<file path="src/hdl/ofp_pkg.sv">
// Shared constants and types for the optical-flow frame parser and filter.
package ofp_pkg;

    localparam int FRAME_LEN_DEF = 14;
    localparam int POS_W         = 4;
    localparam int BYTE_W        = 8;
    localparam int FLOW_W        = 16;

    localparam logic [BYTE_W-1:0] HDR0_BYTE = 8'hFE;
    localparam logic [BYTE_W-1:0] HDR1_BYTE = 8'h0A;
    localparam logic [BYTE_W-1:0] TAIL_BYTE = 8'h55;

    localparam logic [POS_W-1:0] POS_HDR0   = 4'd0;
    localparam logic [POS_W-1:0] POS_HDR1   = 4'd1;
    localparam logic [POS_W-1:0] POS_X_LO   = 4'd2;
    localparam logic [POS_W-1:0] POS_X_HI   = 4'd3;
    localparam logic [POS_W-1:0] POS_Y_LO   = 4'd4;
    localparam logic [POS_W-1:0] POS_Y_HI   = 4'd5;
    localparam logic [POS_W-1:0] POS_SPAN_LO = 4'd6;
    localparam logic [POS_W-1:0] POS_SPAN_HI = 4'd7;
    localparam logic [POS_W-1:0] POS_STATUS = 4'd10;

    typedef struct packed {
        logic signed [FLOW_W-1:0] raw_x;
        logic signed [FLOW_W-1:0] raw_y;
        logic [FLOW_W-1:0]        span;
        logic [BYTE_W-1:0]        status;
    } t_frame;

endpackage

</file>
<file path="src/hdl/ofp_filter.sv">
// First-order low-pass filter on the flow values with the result register.
module ofp_filter (
    input  logic                               i_clk,
    input  logic                               i_rst_n,
    input  logic                               i_frm_valid,
    output logic                               o_frm_ready,
    input  ofp_pkg::t_frame                    i_frm,
    output logic                               o_out_valid,
    input  logic                               i_out_ready,
    output logic signed [ofp_pkg::FLOW_W-1:0]  o_flow_x,
    output logic signed [ofp_pkg::FLOW_W-1:0]  o_flow_y,
    output logic signed [ofp_pkg::FLOW_W-1:0]  o_change_x,
    output logic signed [ofp_pkg::FLOW_W-1:0]  o_change_y,
    output logic [ofp_pkg::FLOW_W-1:0]         o_time_span,
    output logic [ofp_pkg::BYTE_W-1:0]         o_status_byte
);
    import ofp_pkg::*;

    localparam int                SUM_W      = 20;
    localparam int                RECIP_SH   = 23;
    localparam logic [SUM_W-1:0]  RECIP_TEN  = 20'd838861;

    // Computes (2*raw + 8*prev) / 10 rounded toward zero, using a reciprocal
    // multiply on the magnitude which is exact for the whole input range.
    function automatic logic signed [FLOW_W-1:0] f_lowpass(
        input logic signed [FLOW_W-1:0] raw,
        input logic signed [FLOW_W-1:0] prev
    );
        logic signed [SUM_W-1:0] sum;
        logic [SUM_W-1:0]        mag;
        logic [2*SUM_W-1:0]      prod;
        logic [FLOW_W-1:0]       quo;
        sum  = (SUM_W'(raw) <<< 1) + (SUM_W'(prev) <<< 3);
        mag  = sum[SUM_W-1] ? SUM_W'(-sum) : SUM_W'(sum);
        prod = (2*SUM_W)'(mag) * (2*SUM_W)'(RECIP_TEN);
        quo  = prod[RECIP_SH+FLOW_W-1:RECIP_SH];
        return sum[SUM_W-1] ? FLOW_W'(-quo) : FLOW_W'(quo);
    endfunction

    logic                     frm_take;
    logic signed [FLOW_W-1:0] n_fx;
    logic signed [FLOW_W-1:0] n_fy;
    logic signed [FLOW_W-1:0] r_prev_x;
    logic signed [FLOW_W-1:0] r_prev_y;
    logic                     r_out_valid;
    logic signed [FLOW_W-1:0] r_flow_x;
    logic signed [FLOW_W-1:0] r_flow_y;
    logic signed [FLOW_W-1:0] r_change_x;
    logic signed [FLOW_W-1:0] r_change_y;
    logic [FLOW_W-1:0]        r_span;
    logic [BYTE_W-1:0]        r_status;

    assign o_frm_ready = !r_out_valid || i_out_ready;
    assign frm_take    = i_frm_valid && o_frm_ready;
    assign n_fx        = f_lowpass(i_frm.raw_x, r_prev_x);
    assign n_fy        = f_lowpass(i_frm.raw_y, r_prev_y);

    always_ff @(posedge i_clk) begin
        if (!i_rst_n) begin
            r_out_valid <= 1'b0;
            r_prev_x    <= '0;
            r_prev_y    <= '0;
        end else if (frm_take) begin
            r_out_valid <= 1'b1;
            r_prev_x    <= n_fx;
            r_prev_y    <= n_fy;
        end else if (i_out_ready) begin
            r_out_valid <= 1'b0;
        end
    end

    always_ff @(posedge i_clk) begin
        if (frm_take) begin
            r_flow_x   <= n_fx;
            r_flow_y   <= n_fy;
            r_change_x <= n_fx - r_prev_x;
            r_change_y <= n_fy - r_prev_y;
            r_span     <= i_frm.span;
            r_status   <= i_frm.status;
        end
    end

    assign o_out_valid   = r_out_valid;
    assign o_flow_x      = r_flow_x;
    assign o_flow_y      = r_flow_y;
    assign o_change_x    = r_change_x;
    assign o_change_y    = r_change_y;
    assign o_time_span   = r_span;
    assign o_status_byte = r_status;

`ifndef NO_ASSERTIONS
    a_prev_tracks_out: assert property (@(posedge i_clk) disable iff (!i_rst_n)
        frm_take |=> (r_prev_x == r_flow_x && r_prev_y == r_flow_y))
        else $error("Filter history does not match the emitted item.");

    a_change_consistent: assert property (@(posedge i_clk) disable iff (!i_rst_n)
        frm_take |=> r_change_x == FLOW_W'(r_flow_x - $past(r_prev_x)))
        else $error("Change of X does not match the filter history.");

    a_out_hold: assert property (@(posedge i_clk) disable iff (!i_rst_n)
        (r_out_valid && !i_out_ready) |=>
            (r_out_valid && $stable(r_flow_x) && $stable(r_flow_y) && $stable(r_status)))
        else $error("Result item changed while it was waiting.");
`endif

endmodule

</file>
<file path="config.mk">
export PLATFORM = sky130hd
export DESIGN_NAME = ofp_filter
export DESIGN_NICKNAME = d
export VERILOG_FILES = /design/src/hdl/ofp_pkg.sv /design/src/hdl/ofp_filter.sv
export SDC_FILE = /design/constraint.sdc
export NUM_CORES = 1
export LEC_CHECK = 0
export ABC_AREA = 1
export BUFFER_PORTS_ARGS = -buffer_cell sky130_fd_sc_hd__clkbuf_2
export CAP_MARGIN = 40
export CELL_PAD_IN_SITES_DETAIL_PLACEMENT = 1
export CELL_PAD_IN_SITES_GLOBAL_PLACEMENT = 2
export CORE_MARGIN = 2
export CORE_UTILIZATION = 25
export DETAILED_ROUTE_END_ITERATION = 6
export PLACE_DENSITY = 0.62
export SYNTH_ARGS = -nofsm -noshare
export SYNTH_HDL_FRONTEND = slang
export SYNTH_SLANG_ARGS = --single-unit
export TNS_END_PERCENT = 30
</file>
<file path="constraint.sdc">
create_clock -name i_clk -period 12.8 [get_ports i_clk]
set_input_delay 3.84 -clock i_clk [delete_from_list [all_inputs] [get_ports i_clk]]
set_output_delay 3.84 -clock i_clk [all_outputs]
set_load 0.01 [all_outputs]
</file>
==> impl_metrics.toml <==
[synth]
yosysSeqAreaShare_pct = 14.32
synth_cells = 2750
synth_edf_count = 88
synth_warnings = 0
syn_area_um2 = 23070
ys_ff_latch = 121
synth_flop_cell = "edfxtp_1"
yosysUniqueCellTypes = 46
synth_nets = 3516
synth.avg_cell_area_um2 = 8.389
async_flop_share_pct = 0

[die]
die_w_um = 307.8
rows = 111
initial_core_util_pct = 25.21
die_area_um2 = 94730
die_h_um = 307.8
fp.coreArea_um2 = 91520
io-pin-count = 150

[drt]
wirelength_um = 86440
dr_total_vias = 21470
drc = 0
wl_per_cell_um = 17.63
drt-initial-drc-count = 706
dr.pass1.iters = 5
vias_per_cell = 4.377
ant_nets = 0

[placement]
dp.cells = 4738
io_buffers = 149
place_congestion = 0.8856
place_hpwl_um = 74130
postPlaceCellArea_um2 = 30590

[cts]
cts.root.buffer_cell = "clkbuf_16"
ctsLongestPathBuffers = 2
numCtsBuffers = 17
h-tree-depth = 4
cts.sink_count = 121
path_clk_slew_ns = 0.06
clk_latency_ns = 0.44
cts_tree = "yes"

[timing]
fin_crit_sh_pct = 101.8
fin_ws_ns = -0.2259
max_freq_ghz = 0.07677
setup_viol = 7
slew_headroom_pct = 43.01
drv_slew = 0
period_needed_ns = 13.03
clock_skew_ns = 0.009974
final_hold_viol_count = 0
worst_slew_pin_slew_ns = 0.8497
rsz0062_at_grt = "true"

[job]
maxCapViolCount = 0

[layout]
fillCellCount = 10790
fin_area_um2 = 34590
stdcell_count = 4904
fin_util_pct = 37.79
nets = 4470
areaGrowthSynthToFinish_pct = 49.93
drive_gt1_share_pct = 40.06

[global_route]
antenna_found_initial = 1
grt_pass1_vias = 24780
overflow = 0
grt_max_degree = 75
grt_pass1_wl_um = 136700
grt_use_total_pct = 18.39

[worst_hold_path]
hold_end = "o_out_valid"
min_path_cells = 2
hold_path.class = "reg -> reg"
hold_start = "o_out_valid"

[run_status]
status = "finished, violations left"
violations = "negative setup slack"

[worst_setup_path]
cp-end-kind = "flop"
critPathMaxFanout = 3
cpMaxStageDelayCell = "fa_1"
ff2ff_path_depth = 58
r2r_start = "r_prev_x[0]"
required_ns = 12.99
critical_path_class = "in -> reg"
rrSetupSlack_ns = 2.65
arrival_ns = 13.21
timing.rr.end = "o_change_x[7]"
cp-start-kind = "input pin"
critPathMaxStageDelay_ns = 0.54
crit_top_cell = "buf_6"
==> synth_stat cells (2+ instances only) <==
| cell | n | area, µm² |
|---|---|---|
| inv_1 | 726 | 2725 |
| ha_1 | 442 | 5530 |
| nand2_1 | 376 | 1411 |
| fa_1 | 264 | 5285 |
| a21oi_1 | 167 | 835.8 |
| nor2_1 | 133 | 499.2 |
| edfxtp_1 | 88 | 2643 |
| nand3_1 | 85 | 425.4 |
| xor2_1 | 83 | 727.0 |
| o21ai_0 | 80 | 400.4 |
| xnor2_1 | 38 | 332.8 |
| nand2_2 | 36 | 225.2 |
| dfxtp_1 | 33 | 660.6 |
| nor3_1 | 25 | 125.1 |
| a31oi_1 | 19 | 118.9 |
| nand3_2 | 16 | 160.2 |
| nand3b_1 | 15 | 112.6 |
| o21a_1 | 14 | 105.1 |
| nand4_1 | 12 | 75.07 |
| clkbuf_1 | 11 | 41.29 |
| o21bai_1 | 9 | 67.56 |
| nor2_2 | 8 | 50.05 |
| nor4_1 | 8 | 50.05 |
| nand2_4 | 7 | 78.83 |
| o21ai_1 | 7 | 35.03 |
| o31ai_1 | 5 | 37.54 |
| a211oi_1 | 4 | 30.03 |
| and3_1 | 4 | 25.02 |
| o211ai_1 | 4 | 30.03 |
| a21boi_0 | 3 | 22.52 |
| a31o_2 | 3 | 26.28 |
| buf_2 | 3 | 15.01 |
| inv_2 | 3 | 11.26 |
| or2_2 | 3 | 18.77 |
| a21o_1 | 2 | 15.01 |
| a21oi_2 | 2 | 17.52 |
| clkinv_1 | 2 | 7.510 |
| nor2_4 | 2 | 22.52 |
==> sequential cells by signal (all words and copies together) (netlist names) <==
name / cells
o_change_y: 16
o_time_span: 16
r_prev_x: 16
o_flow_y: 16
o_out_valid: 1
o_change_x: 16
o_flow_x: 16
r_prev_y: 16
o_status_byte: 8
==> worst max-delay path by stage <==
| stage | slack, ns | endpoint | from |
|---|---|---|---|
| after floorplan | -0.04 | o_change_y[15] | i_frm[26] |
| after global placement | -1.16 | o_change_y[15] | i_frm[26] |
| after detailed placement | -1.29 | o_change_x[15] | i_frm[44] |
| after CTS | -0.27 | o_change_x[15] | i_frm[44] |
| after global routing | -0.85 | o_change_x[15] | i_frm[42] |
| final | -0.23 | o_change_x[7] | i_frm[42] |
==> layout make-up <==
cell class | instances | area [µm²] | area share (%)
Antenna cell | 1 | 2.502 | 0.007235
Clock buffer | 17 | 425.4 | 1.230
Clock inverter | 15 | 214.0 | 0.6186
Inverter | 732 | 2769 | 8.005
Multi-Input combinational cell | 1883 | 19440 | 56.22
Sequential cell | 121 | 3303 | 9.550
Tap cell | 1186 | 1484 | 4.290
Timing Repair Buffer | 949 | 6947 | 20.08
==> routing by layer <==
metal	GRT usage, %	routed length, µm	up-vias
met4	3.142	1395	0
met3	1.087	963	70
met1	22.52	37070	10670
met5	0	0	-
met2	35.41	47010	175
li1	-	-	10550
==> metrics by stage <==
stage                     hold WS, ns  setup TNS [ns]  worst slack, ns
after detailed placement       0.5343          -18.45           -1.290
after global placement         0.5260          -13.66           -1.157
after global routing           0.5997          -8.901          -0.8485
after CTS                      0.5437         -0.6888          -0.2750
after floorplan                0.4935        -0.09721         -0.04191
final                          0.5432         -0.8687          -0.2259
==> repair_timing <==
action                     4_1_cts  5_1_grt
setup endpoints to repair       19       21
pin swaps                      209      134
buffers inserted               105       29
resized for setup              371      134
hold buffers                     0        0
==> cells by family after synthesis <==
| group | after synthesis | share of synthesized area [%] |
|---|---|---|
| buf+inv | 746 | 12.16 |
| simple gates | 731 | 14.24 |
| fa+ha+maj | 706 | 46.88 |
| compound gates | 324 | 7.739 |
| xor+xnor | 122 | 4.664 |
| flops | 121 | 14.32 |
==> layout by cell type, fill, tap and decap left out, types with 8 or more instances in the layout <==
cell	netlist	routed
nand3b_1	15	15
nand3_2	16	33
inv_1	726	665
fa_2	0	13
o21ai_2	1	15
buf_6	0	25
xnor2_2	0	12
a31oi_1	19	9
nor2_2	8	32
nor3_1	25	14
fa_1	264	251
nand2_4	7	21
clkbuf_16	0	17
a21oi_1	167	107
ha_2	0	8
o21bai_1	9	9
xor2_1	83	66
edfxtp_1	88	88
o21a_1	14	14
buf_4	0	769
o21ai_1	7	16
ha_4	0	72
nand2_1	376	311
o21ai_0	80	54
ha_1	442	362
nand4_1	12	12
a21oi_2	2	56
clkbuf_2	0	147
nor3_2	0	8
inv_2	3	59
nor2_1	133	89
xnor2_1	38	22
dfxtp_1	33	33
xor2_4	0	8
nand2_2	36	87
nor2_4	2	22
xor2_2	1	10
nand3_1	85	68
==> critical path, delay by kind of cell <==
kind	cells	cell delay, ns
compound gates	8	1.20
xor+xnor	4	0.65
fa+ha+maj	12	4.17
buf+inv	22	1.91
simple gates	13	1.38
Power is left out: the tool's default activity adds up to more than one toggle a clock period on the data nets, which glitch-free logic cannot reach.
