## config.mk

```make
export PLATFORM = sky130hd
export DESIGN_NAME = ofp_parser
export DESIGN_NICKNAME = d
export VERILOG_FILES = /design/src/hdl/ofp_pkg.sv /design/src/hdl/ofp_parser.sv
export SDC_FILE = /design/constraint.sdc
export NUM_CORES = 1
export LEC_CHECK = 0
export BUFFER_PORTS_ARGS = -buffer_cell sky130_fd_sc_hd__buf_2
export CAP_MARGIN = 30
export CORE_UTILIZATION = 54
export CTS_CLUSTER_DIAMETER = 60
export DETAILED_ROUTE_END_ITERATION = 16
export HOLD_SLACK_MARGIN = 0.08
export PLACE_DENSITY = 0.86
export SYNTH_ARGS = -nofsm -noshare
export SYNTH_HDL_FRONTEND = slang
export SYNTH_SLANG_ARGS = --single-unit
```

## constraint.sdc

```tcl
create_clock -name i_clk -period 4.94 [get_ports i_clk]
set_input_delay 0.247 -clock i_clk [delete_from_list [all_inputs] [get_ports i_clk]]
set_output_delay 0.247 -clock i_clk [all_outputs]
set_load 0.02 [all_outputs]
```

## src/hdl/ofp_pkg.sv

```systemverilog
// Shared constants and types for the optical-flow frame parser and filter.
package ofp_pkg;

    localparam int FRAME_LEN_DEF = 14;
    localparam int POS_W         = 4;
    localparam int BYTE_W        = 8;
    localparam int FLOW_W        = 16;

    localparam logic [BYTE_W-1:0] HDR0_BYTE = 8'hFE;
    localparam logic [BYTE_W-1:0] HDR1_BYTE = 8'h0A;
    localparam logic [BYTE_W-1:0] TAIL_BYTE = 8'h55;

    localparam logic [POS_W-1:0] POS_HDR0   = 4'd0;
    localparam logic [POS_W-1:0] POS_HDR1   = 4'd1;
    localparam logic [POS_W-1:0] POS_X_LO   = 4'd2;
    localparam logic [POS_W-1:0] POS_X_HI   = 4'd3;
    localparam logic [POS_W-1:0] POS_Y_LO   = 4'd4;
    localparam logic [POS_W-1:0] POS_Y_HI   = 4'd5;
    localparam logic [POS_W-1:0] POS_SPAN_LO = 4'd6;
    localparam logic [POS_W-1:0] POS_SPAN_HI = 4'd7;
    localparam logic [POS_W-1:0] POS_STATUS = 4'd10;

    typedef struct packed {
        logic signed [FLOW_W-1:0] raw_x;
        logic signed [FLOW_W-1:0] raw_y;
        logic [FLOW_W-1:0]        span;
        logic [BYTE_W-1:0]        status;
    } t_frame;

endpackage

```

## src/hdl/ofp_parser.sv

```systemverilog
// Byte-wise frame deframer that captures the flow, span and status fields.
module ofp_parser #(
    parameter int FRAME_LEN = ofp_pkg::FRAME_LEN_DEF
) (
    input  logic                        i_clk,
    input  logic                        i_rst_n,
    input  logic                        i_in_valid,
    output logic                        o_in_ready,
    input  logic [ofp_pkg::BYTE_W-1:0]  i_rx_byte,
    output logic                        o_frm_valid,
    input  logic                        i_frm_ready,
    output ofp_pkg::t_frame             o_frm
);
    import ofp_pkg::*;

    localparam logic [POS_W-1:0] TAIL_POS = POS_W'(FRAME_LEN - 1);

    logic [POS_W-1:0] r_pos;
    logic [POS_W-1:0] n_pos;
    logic             n_load;
    logic             in_accept;
    t_frame           r_fields;
    t_frame           r_frm;
    logic             r_frm_valid;

    assign o_in_ready  = !r_frm_valid || i_frm_ready;
    assign in_accept   = i_in_valid && o_in_ready;
    assign o_frm_valid = r_frm_valid;
    assign o_frm       = r_frm;

    always_comb begin
        n_pos  = r_pos;
        n_load = 1'b0;
        if (r_pos == POS_HDR0) begin
            n_pos = (i_rx_byte == HDR0_BYTE) ? POS_HDR1 : POS_HDR0;
        end else if (r_pos == POS_HDR1) begin
            n_pos = (i_rx_byte == HDR1_BYTE) ? POS_X_LO : POS_HDR0;
        end else if (r_pos == TAIL_POS) begin
            n_pos  = POS_HDR0;
            n_load = (i_rx_byte == TAIL_BYTE);
        end else begin
            n_pos = r_pos + POS_W'(1);
        end
    end

    always_ff @(posedge i_clk) begin
        if (!i_rst_n) begin
            r_pos <= POS_HDR0;
        end else if (in_accept) begin
            r_pos <= n_pos;
        end
    end

    always_ff @(posedge i_clk) begin
        if (in_accept) begin
            case (r_pos)
                POS_X_LO:    r_fields.raw_x[7:0]  <= i_rx_byte;
                POS_X_HI:    r_fields.raw_x[15:8] <= i_rx_byte;
                POS_Y_LO:    r_fields.raw_y[7:0]  <= i_rx_byte;
                POS_Y_HI:    r_fields.raw_y[15:8] <= i_rx_byte;
                POS_SPAN_LO: r_fields.span[7:0]   <= i_rx_byte;
                POS_SPAN_HI: r_fields.span[15:8]  <= i_rx_byte;
                POS_STATUS:  r_fields.status      <= i_rx_byte;
                default: begin
                end
            endcase
        end
    end

    always_ff @(posedge i_clk) begin
        if (!i_rst_n) begin
            r_frm_valid <= 1'b0;
        end else if (in_accept && n_load) begin
            r_frm_valid <= 1'b1;
        end else if (i_frm_ready) begin
            r_frm_valid <= 1'b0;
        end
    end

    always_ff @(posedge i_clk) begin
        if (in_accept && n_load) begin
            r_frm <= r_fields;
        end
    end

`ifndef NO_ASSERTIONS
    a_pos_bound: assert property (@(posedge i_clk) disable iff (!i_rst_n)
        r_pos <= TAIL_POS)
        else $error("Frame position passed the tail position.");

    a_tail_restart: assert property (@(posedge i_clk) disable iff (!i_rst_n)
        (in_accept && r_pos == TAIL_POS) |=> r_pos == POS_HDR0)
        else $error("Position did not restart after the tail byte.");

    a_load_at_tail: assert property (@(posedge i_clk) disable iff (!i_rst_n)
        (in_accept && n_load) |-> (r_pos == TAIL_POS && i_rx_byte == TAIL_BYTE))
        else $error("Frame loaded away from a good tail byte.");
`endif

endmodule

```

==> results of run 1 <==
## power by group through the flow
stage | Combinational, mW | Sequential, mW | Clock (mW)
detailed placement | 0.0181 | 1.10 | 0
global route | 0.0265 | 1.08 | 1.15
CTS | 0.0229 | 1.08 | 1.11
finish | 0.0245 | 1.08 | 1.09
global placement | 0.0176 | 1.10 | 0
floorplan | 0.00300 | 1.10 | 0
## worst max-delay path, cell delays in order, from the launching register on
cell	delay [ns]
dfxtp_1	0.60
nor4bb_1	0.26
nand3_1	0.21
nor2_4	0.12
buf_4	0.57
## routing by layer
metal  wire, µm  up-vias  part of all wire (%)
met5          0        -                     0
met4        229        0                   3.4
met3        352       21                   5.2
met2       3372       96                    50
met1       2757      956                    41
li1           -      871                     -
## layout make-up
type	instances	area share (%)
repair buffers	84	9.746
inverters	2	0.1523
well taps	96	2.437
clock buffers	18	8.477
multi-input cells	43	6.574
clock inverters	13	2.360
flip-flops and latches	117	70.25
## kinds of logic (layout without fill, tap and decap cells)
kind of cell,after synthesis,after routing,synth area share [%]
flip-flops,117,117,91.11
AND/OR/NAND/NOR,34,34,5.958
AO/OA/AOI/OAI,9,9,1.877
buffers and inverters,7,117,1.053
## cell usage after synthesis, drive strengths merged
cell / n
edfxtp: 112
dfxtp: 5
nand2: 5
nor4: 5
buf: 4
nor4b: 4
nand2b: 3
nand3: 3
inv: 2
nand3b: 2
nor2: 2
nor3: 2
a2111o: 1
a21oi: 1
a22oi: 1
a2bb2oi: 1
and2: 1
and3: 1
and3b: 1
clkbuf: 1
nand4: 1
nor2b: 1
nor3b: 1
nor4bb: 1
o211ai: 1
o22ai: 1
o2bb2ai: 1
o311ai: 1
o31ai: 1
or2b: 1
## state kept, by name, indices dropped and copies added, names as in the netlist
signal       count
o_frm_valid      1
o_frm           56
r_fields        56
r_pos            4
## per-stage QoR
step | worst slack [ns] | hold slack (ns) | std cells
detailed placement | 2.839 | 0.4045 | 331
global route | 2.648 | 0.09725 | 373
CTS | 2.707 | 0.08200 | 368
floorplan | 1.116 | 0.3459 | 167
global placement | 2.932 | 0.4013 | 330
finish | 2.790 | 0.1119 | 373
## what timing repair did
item	CTS	global route
resized for setup	0	0
hold buffers	6	3
setup endpoints to repair	0	0
hold endpoints to repair	37	10
## path summary, 6_finish.rpt
path	from	end	slack [ns]
worst max-delay path	r_pos[3]	o_frm[14]	2.79
worst min register to register	r_fields[39]	o_frm[39]	0.41
worst min-delay path	i_in_valid	o_frm_valid	0.11
worst max register to register	r_pos[3]	o_frm[14]	2.79
==> out/results.ini, run 1 <==
[routing]
routed_via_density = 5.212
drc_errors = 0
ant_nets = 0
wire_per_inst_um = 17.99
drt-pass1-iter-count = 5
drt-total-wl_mm = 6.710
vias = 1944
drtIter0Drc = 142

[global_routing]
met3_usage_pct = 8.855
first_global_vias = 1865
antenna_found_initial = 0
gr-usage-all-layers_pct = 19.68
top_usage_layer = met2
met2_usage_pct = 29.80
gr-usage-met1_pct = 23.47
grt_overflow = 0
grt_start_max_net_pins = 57
grt_first_pass_wirelength_mm = 9.811

[logic_synthesis]
synthCells = 167
synth_top_area_share_pct = 88.48
synthesis.area_um2 = 3801
synth_top_cell_by_area = edfxtp_1
ys.warnings.count = 0
yosysSeqAreaShare_pct = 91.11
synth_area_leaders = edfxtp_1, dfxtp_1, nor4_1, nor4b_1, nand2b_1
synth_seq_cells = 117
synthesis.nets = 179
syn_avg_cell_area_um2 = 22.76
synth.distinct_cells = 34

[timing]
slew_violations = 0
relSlewSlack_pct = 37.46
finalHoldViolCount = 0
finalCritPeriodShare_pct = 43.51
clock.fmax_mhz = 465.2
tns_ns = 0
fin_crit_ns = 2.150
clock_skew_ns = 0.009831
setup_viol = 0
worst_pin_slew_ns = 0.9357
rsz0062_at_grt = no

[cells_and_area]
layout_common_cells = edfxtp_1, buf_2, clkbuf_16
syn_to_final_growth_pct = 29.69
num-nets-final = 277
fillerInstances = 382
regArea_um2 = 3463
final_common_cell = edfxtp_1
multi_input_area_um2 = 324.1
utilization_pct = 72.56
layout-drive-gt1-share_pct = 40.07
n_antenna_cell = 0
final_area_um2 = 4930

[setup_path]
critical_path_arrival_ns = 2.29
worstSetupPathType = flip-flop to flip-flop
critPathCaptureType = flip-flop
start_kind = flip-flop
ff2ff_path_depth = 4
crit_fanout = 56
critPathRequiredTime_ns = 5.08

[placement]
port_buffers = 69
hpwlAfterDp_mm = 3.752
postPlaceCellArea_um2 = 4290
gp_congestion = 0.7851

[clock_network]
cts_inserted_buffers = 17
clk_latency_ns = 0.51
clk_pin_slew_ns = 0.06
numClockSinks = 117
htree_levels = 4
cts.path.max_buffers = 2
cts_setup_buffers = 0
cts_root_buf = clkbuf_8
tritoncts = done

[power]
internal_power_mw = 1.789
leakagePower_nw = 1.725
power.switching_mw = 0.4055
pwr_density_cell_nw_per_um2 = 445.2
max-vdd-ir-drop_mv = 0.3054
seq_power_share_pct = 49.2
clkPwrFrac_pct = 49.7
finalPower_mw = 2.195
p_sw_share_pct = 18.48
pwr-share-comb_pct = 1.1

[flow_run]
max_cap_violations = 0

[floorplan]
die_area_um2 = 7379
rows = 30
core_um2 = 6794
start_util_pct = 55.95
io_pins = 70
die_width_um = 85.90
die_h_um = 85.90

[run_status]
outcome = finished, final reports clean

[hold_path]
hold_path.class = input pin to flip-flop
whs_path_depth = 3

Power figures use the tool's default switching activity.
==> inputs of run 2 (changes only) <==
==> constraint.sdc (replaced) <==
create_clock -name i_clk -period 2.18 [get_ports i_clk]
set_input_delay 0.109 -clock i_clk [delete_from_list [all_inputs] [get_ports i_clk]]
set_output_delay 0.109 -clock i_clk [all_outputs]
set_load 0.02 [all_outputs]
==> run 2 against run 1 <==
Effect of this change: global-route usage fell by 0.26 points; sequential cell count is the same; clock-buffer cell count shrank 1; worst hold slack lost 0.0034 ns; critical path depth is 1 higher; clock skew increased by 0.0024 ns; worst setup slack lost 2.7 ns; non-clock buffer count rose by 5; via count up 0.82%; combinational power up 130%; sequential power is 130% higher.
==> out/results.ini, run 2 (synthesized netlist as in run 1, its figures left out) <==
[setup_path]
crit_fanout = 11  ; -80%
critPathCaptureType = flip-flop
cpPeakStageDelay_ns = 0.61  ; about the same
worstSetupPathType = flip-flop to flip-flop
timing.reg2reg.setup_slack_ns = 0.12  ; -2.67 ns
critPathRequiredTime_ns = 2.63  ; -2.45 ns
cp_num_buf_inv = 2  ; +1
worstPathCellList = nand2_2, nor3_1, buf_4, o2bb2ai_1, dlygate4sd3_1
critPathTopFamily = buffers and inverters
critical_path_arrival_ns = 2.51  ; +0.22 ns
cpMaxStageDelayCell = dfxtp_1
start_kind = flip-flop
ff2ff_path_depth = 5  ; +1
regToRegEndpoint = r_pos[3]
regToRegStartpoint = r_pos[0]

[clock_network]
htree_levels = 4  ; unchanged
clk_latency_ns = 0.52  ; about the same
tritoncts = done
numClockSinks = 117  ; unchanged
clk_pin_slew_ns = 0.05  ; about the same
cts_setup_buffers = 0  ; unchanged
cts_root_buf = clkbuf_8
cts.path.max_buffers = 2  ; unchanged
cts_inserted_buffers = 17  ; unchanged

[power]
leakagePower_nw = 1.777  ; +3.0%
pwr-share-comb_pct = 1.1  ; about the same
seq_power_share_pct = 46.3  ; -2.9 points
p_sw_share_pct = 18.53  ; +0.054 points
power.switching_mw = 0.9792  ; +140%
finalPower_mw = 5.283  ; +140%
clkPwrFrac_pct = 52.7  ; +3.0 points
pwr_density_cell_nw_per_um2 = 1043  ; +130%
internal_power_mw = 4.304  ; +140%
max-vdd-ir-drop_mv = 0.6767  ; +120%

[placement]
dp.cells = 335  ; +1.2%
port_buffers = 69  ; unchanged
hpwlAfterDp_mm = 3.610  ; -3.8%
gp_congestion = 0.7373  ; -6.1%

[timing]
clock_skew_ns = 0.01226  ; +0.002427 ns
setup_viol = 0  ; unchanged
rsz0062_at_grt = no
slew_violations = 0  ; unchanged
worst_pin_slew_ns = 0.4701  ; -0.4656 ns
tns_ns = 0  ; unchanged
clock.fmax_mhz = 484.8  ; +4.2%
relSlewSlack_pct = 68.62  ; +31 points
holdWs_ns = 0.1085  ; -0.003380 ns
fin_crit_ns = 2.063  ; -0.08683 ns
finalCritPeriodShare_pct = 94.62  ; +51 points
finalHoldViolCount = 0  ; unchanged

[cells_and_area]
num-nets-final = 282  ; +1.8%
final_common_cell = edfxtp_1
utilization_pct = 74.53  ; +2.0 points
layout-drive-gt1-share_pct = 40.64  ; +0.56 points
layout_common_cells = edfxtp_1, buf_2, clkbuf_16
n_antenna_cell = 0  ; unchanged
syn_to_final_growth_pct = 33.21
stdcell_count = 379  ; +1.6%

[global_routing]
first_global_vias = 1869  ; +0.21%
gr-usage-all-layers_pct = 19.41  ; -0.26 points
grt_overflow = 0  ; unchanged
grt_first_pass_wirelength_mm = 9.694  ; -1.2%
grt_start_max_net_pins = 57  ; unchanged
antenna_found_initial = 0  ; unchanged

[floorplan]
start_util_pct = 55.95  ; unchanged
die_width_um = 85.90  ; unchanged
die_h_um = 85.90  ; unchanged
rows = 30  ; unchanged
core_um2 = 6794  ; unchanged
io_pins = 70  ; unchanged
die_area_um2 = 7379  ; unchanged

[run_status]
outcome = finished, final reports clean

[routing]
drc_errors = 0  ; unchanged
vias = 1960  ; +0.82%
wire_per_inst_um = 17.04  ; -5.3%
drtIter0Drc = 176  ; +24%
routed_via_density = 5.172  ; -0.77%
ant_nets = 0  ; unchanged
drt-pass1-iter-count = 5  ; unchanged
drt-total-wl_mm = 6.458  ; -3.8%

[hold_path]
whs_endpoint = r_pos[1]
hold_start = i_frm_ready
whs_path_depth = 4  ; +1
hold_path.class = input pin to flip-flop

[flow_run]
max_cap_violations = 0  ; unchanged

-- run 2: changes by cell type in the layout (fill, tap and decap cells not counted), moves of 2 or more --
| cell | before | now |
|---|---|---|
| dlygate4sd3_1 | 9 | 12 |
| clkinv_1 | 1 | 3 |
| clkinvlp_4 | 1 | 3 |
| bufinv_16 | 2 | 4 |
| clkinv_2 | 9 | 3 |
| clkinv_4 | 0 | 3 |
-- run 2: cell type report --
class,instances,area (µm²)
Fill cell,360,1730
Tap cell,96,120.1
Clock buffer,17,414.1
Inverter,2,11.26
Multi-Input combinational cell,43,329.1
Clock inverter,15,187.7
Timing Repair Buffer,89,538.0
Sequential cell,117,3463
-- run 2: worst reg2reg max path, stage by stage (launching register included) --
cell and delay [ns]:
dfxtp_1 0.61, nand2_2 0.16, nor3_1 0.33, buf_4 0.23, o2bb2ai_1 0.12, dlygate4sd3_1 0.56
-- run 2: worst max-delay path by stage --
stage,endpoint,from,cells past startpoint,slack (ns)
2_1_floorplan,r_fields[10],o_frm_valid,5,0.01
3_3_place_gp,o_frm[10],r_pos[3],4,0.43
3_5_place_dp,o_frm[10],r_pos[3],4,0.38
4_1_cts,r_pos[3],r_pos[0],5,0.12
5_1_grt,r_pos[3],r_pos[0],5,0.02
6_report,r_pos[3],r_pos[0],5,0.12
-- run 2: routing by layer --
| metal | GRT usage, % | vias to the layer above | wire length (µm) |
|---|---|---|---|
| met5 | 0 | - | 0 |
| li1 | - | 880 | - |
| met4 | 12.42 | 0 | 132 |
| met2 | 28.93 | 98 | 3204 |
| met1 | 24.22 | 969 | 2746 |
| met3 | 7.122 | 13 | 375 |
-- run 2: what timing repair did --
item                      4_1_cts  5_1_grt
hold buffers                   12        0
gates resized for setup         0        0
hold endpoints to repair       61        0
-- run 2: per-stage QoR --
step           worst slack (ns)  area, µm²
2_1_floorplan           0.01112       3817
3_3_place_gp             0.4278       4342
3_5_place_dp             0.3775       4342
4_1_cts                  0.1196       5064
5_1_grt                 0.01860       5064
6_report                 0.1173       5064
-- run 2: power by group through the flow --
stage                     Sequential [mW]  Combinational, mW  Clock (mW)
after floorplan                      2.49            0.00682           0
after detailed placement             2.49             0.0419           0
after global routing                 2.44             0.0598        2.92
final                                2.44             0.0566        2.78
after global placement               2.49             0.0398           0
after CTS                            2.44             0.0557        2.81
==> inputs of run 3 (changes only) <==
--- a/config.mk
+++ b/config.mk
@@ -11,7 +11,7 @@
 export CTS_CLUSTER_DIAMETER = 60
 export DETAILED_ROUTE_END_ITERATION = 16
 export HOLD_SLACK_MARGIN = 0.08
-export PLACE_DENSITY = 0.86
+export PLACE_DENSITY = 0.83
 export SYNTH_ARGS = -nofsm -noshare
 export SYNTH_HDL_FRONTEND = slang
 export SYNTH_SLANG_ARGS = --single-unit
==> run 3 against run 2 <==
Effect of this change: non-clock buffer count up 1; fmax increased by 0.12%; highest routed layer unchanged; total power fell by 1.1%; worst setup slack better by 0.0024 ns; clock power shrank 2%; sequential cell count stayed put; critical path type unchanged; via count shrank 1.1%; final cell count grew 0.26%; global-route usage increased by 0.23 points; sequential share of layout area is essentially flat; clock-buffer cell count did not move; register-to-register slack barely moved.
==> out/results.ini, run 3 (synthesized netlist as in run 1, its figures left out) <==
[run_status]
outcome = finished, final reports clean

[flow_run]
max_cap_violations = 0  ; unchanged

[timing]
setup_viol = 0  ; unchanged
slew_violations = 0  ; unchanged
relSlewSlack_pct = 61.13  ; -7.5 points
fin_ws_ns = 0.1197  ; +0.002406 ns
finalCritPeriodShare_pct = 94.51  ; -0.11 points
rsz0062_at_grt = no
tns_ns = 0  ; unchanged
finalHoldViolCount = 0  ; unchanged
fin_crit_ns = 2.060  ; -0.002406 ns
worst_pin_slew_ns = 0.5782  ; +0.1081 ns
clock_skew_ns = 0.007333  ; -0.004925 ns
holdWs_ns = 0.4162  ; +0.3077 ns
clock.fmax_mhz = 485.4  ; +0.12%

[placement]
place_ws_ns = 0.3807  ; +0.003200 ns
dp.cells = 335  ; unchanged
gp_congestion = 0.7550  ; +2.4%
hpwlAfterDp_mm = 3.541  ; -1.9%
port_buffers = 69  ; unchanged

[power]
pwr-share-comb_pct = 1.1  ; about the same
max-vdd-ir-drop_mv = 0.5897  ; -13%
clkPwrFrac_pct = 52.1  ; -0.6 points
pwr_density_cell_nw_per_um2 = 1031  ; -1.1%
power.switching_mw = 1.016  ; +3.7%
leakagePower_nw = 1.764  ; -0.71%
p_sw_share_pct = 19.43  ; +0.90 points
internal_power_mw = 4.210  ; -2.2%
seq_power_share_pct = 46.8  ; +0.5 points

[floorplan]
die_area_um2 = 7379  ; unchanged
io_pins = 70  ; unchanged
rows = 30  ; unchanged
die_width_um = 85.90  ; unchanged
die_h_um = 85.90  ; unchanged
start_util_pct = 55.95  ; unchanged
core_um2 = 6794  ; unchanged

[cells_and_area]
n_antenna_cell = 0  ; unchanged
regArea_um2 = 3463  ; unchanged
layout_common_cells = edfxtp_1, buf_2, clkbuf_16
stdcell_count = 380  ; +0.26%
fillerInstances = 358  ; -0.56%
syn_to_final_growth_pct = 33.28  ; about the same
final_common_cell = edfxtp_1
multi_input_area_um2 = 329.1  ; unchanged
num-nets-final = 283  ; +0.35%
layout-drive-gt1-share_pct = 41.55  ; +0.91 points

[clock_network]
cts_setup_buffers = 0  ; unchanged
tritoncts = done
ctsResizeCount = 0  ; unchanged
htree_levels = 4  ; unchanged
cts.path.max_buffers = 2  ; unchanged
cts_root_buf = clkbuf_8
cts_inserted_buffers = 17  ; unchanged
clk_latency_ns = 0.51  ; about the same
clk_pin_slew_ns = 0.06  ; about the same
cts_hold_buf = 13  ; +1
numClockSinks = 117  ; unchanged

[global_routing]
first_global_vias = 1910  ; +2.2%
gr-usage-all-layers_pct = 19.65  ; +0.23 points
grt_start_max_net_pins = 57  ; unchanged
antenna_found_initial = 0  ; unchanged
grt_first_pass_wirelength_mm = 9.873  ; +1.8%
grt_overflow = 0  ; unchanged

[setup_path]
cpMaxStageDelayCell = dfxtp_1
timing.reg2reg.setup_slack_ns = 0.12  ; about the same
cpPeakStageDelay_ns = 0.60  ; about the same
worstSetupPathType = flip-flop to flip-flop
critPathCaptureType = flip-flop
critical_path_arrival_ns = 2.52  ; about the same
worstPathCellList = nand2_2, nor3_1, buf_4, o2bb2ai_1, dlygate4sd3_1
start_kind = flip-flop
crit_fanout = 11  ; unchanged
critPathRequiredTime_ns = 2.64  ; about the same

[routing]
ant_nets = 0  ; unchanged
vias = 1939  ; -1.1%
wire_per_inst_um = 17.44  ; +2.4%
routed_via_density = 5.103  ; -1.3%
drt-total-wl_mm = 6.628  ; +2.6%
drtIter0Drc = 111  ; -37%
drt-pass1-iter-count = 4  ; -1
drc_errors = 0  ; unchanged

[hold_path]
hold_path.class = flip-flop to flip-flop

-- run 3: layout make-up --
cell class              instances  area share (%)
flip-flops and latches        117           68.36
clock inverters                15           3.556
multi-input cells              43           6.495
repair buffers                 90           10.82
well taps                      96           2.371
inverters                       2          0.2223
clock buffers                  17           8.175
-- run 3: metal layers --
| metal | vias up | routed length [µm] | track usage (%) |
|---|---|---|---|
| met5 | - | 0 | 0 |
| li1 | 886 | - | - |
| met4 | 0 | 197 | 12.88 |
| met1 | 943 | 2749 | 23.13 |
| met3 | 21 | 387 | 7.507 |
| met2 | 89 | 3293 | 30.38 |
-- run 3: per-stage QoR --
stage | total power, mW | area (µm²) | util [%]
after floorplan | 2.497 | 3817 | -
after global placement | 2.530 | 4342 | 63.90
after detailed placement | 2.530 | 4342 | 63.90
after CTS | 5.259 | 5066 | 74.57
after global routing | 5.355 | 5066 | 74.57
final | 5.226 | 5066 | 74.57
-- run 3: path summary, 6_finish.rpt --
path	start	endpoint	cells after the start
worst max-delay path	r_pos[0]	r_pos[3]	5
worst min-delay path	r_fields[23]	o_frm[23]	0
worst max register to register	r_pos[0]	r_pos[3]	5
worst min register to register	r_fields[23]	o_frm[23]	0
-- run 3: power groups by stage --
stage / clock (mW) / combinational [mW] / sequential [mW]
after floorplan: 0 / 0.00682 / 2.49
after global placement: 0 / 0.0410 / 2.49
after detailed placement: 0 / 0.0413 / 2.49
after CTS: 2.76 / 0.0578 / 2.44
after global routing: 2.85 / 0.0621 / 2.44
final: 2.72 / 0.0580 / 2.44
-- run 3: worst max-delay path, delay by kind of cell, from the launching register on --
family                 cells  cell delay (ns)
buffers and inverters      2             0.78
flip-flops                 1             0.60
AND/OR/NAND/NOR            2             0.50
AO/OA/AOI/OAI              1             0.12
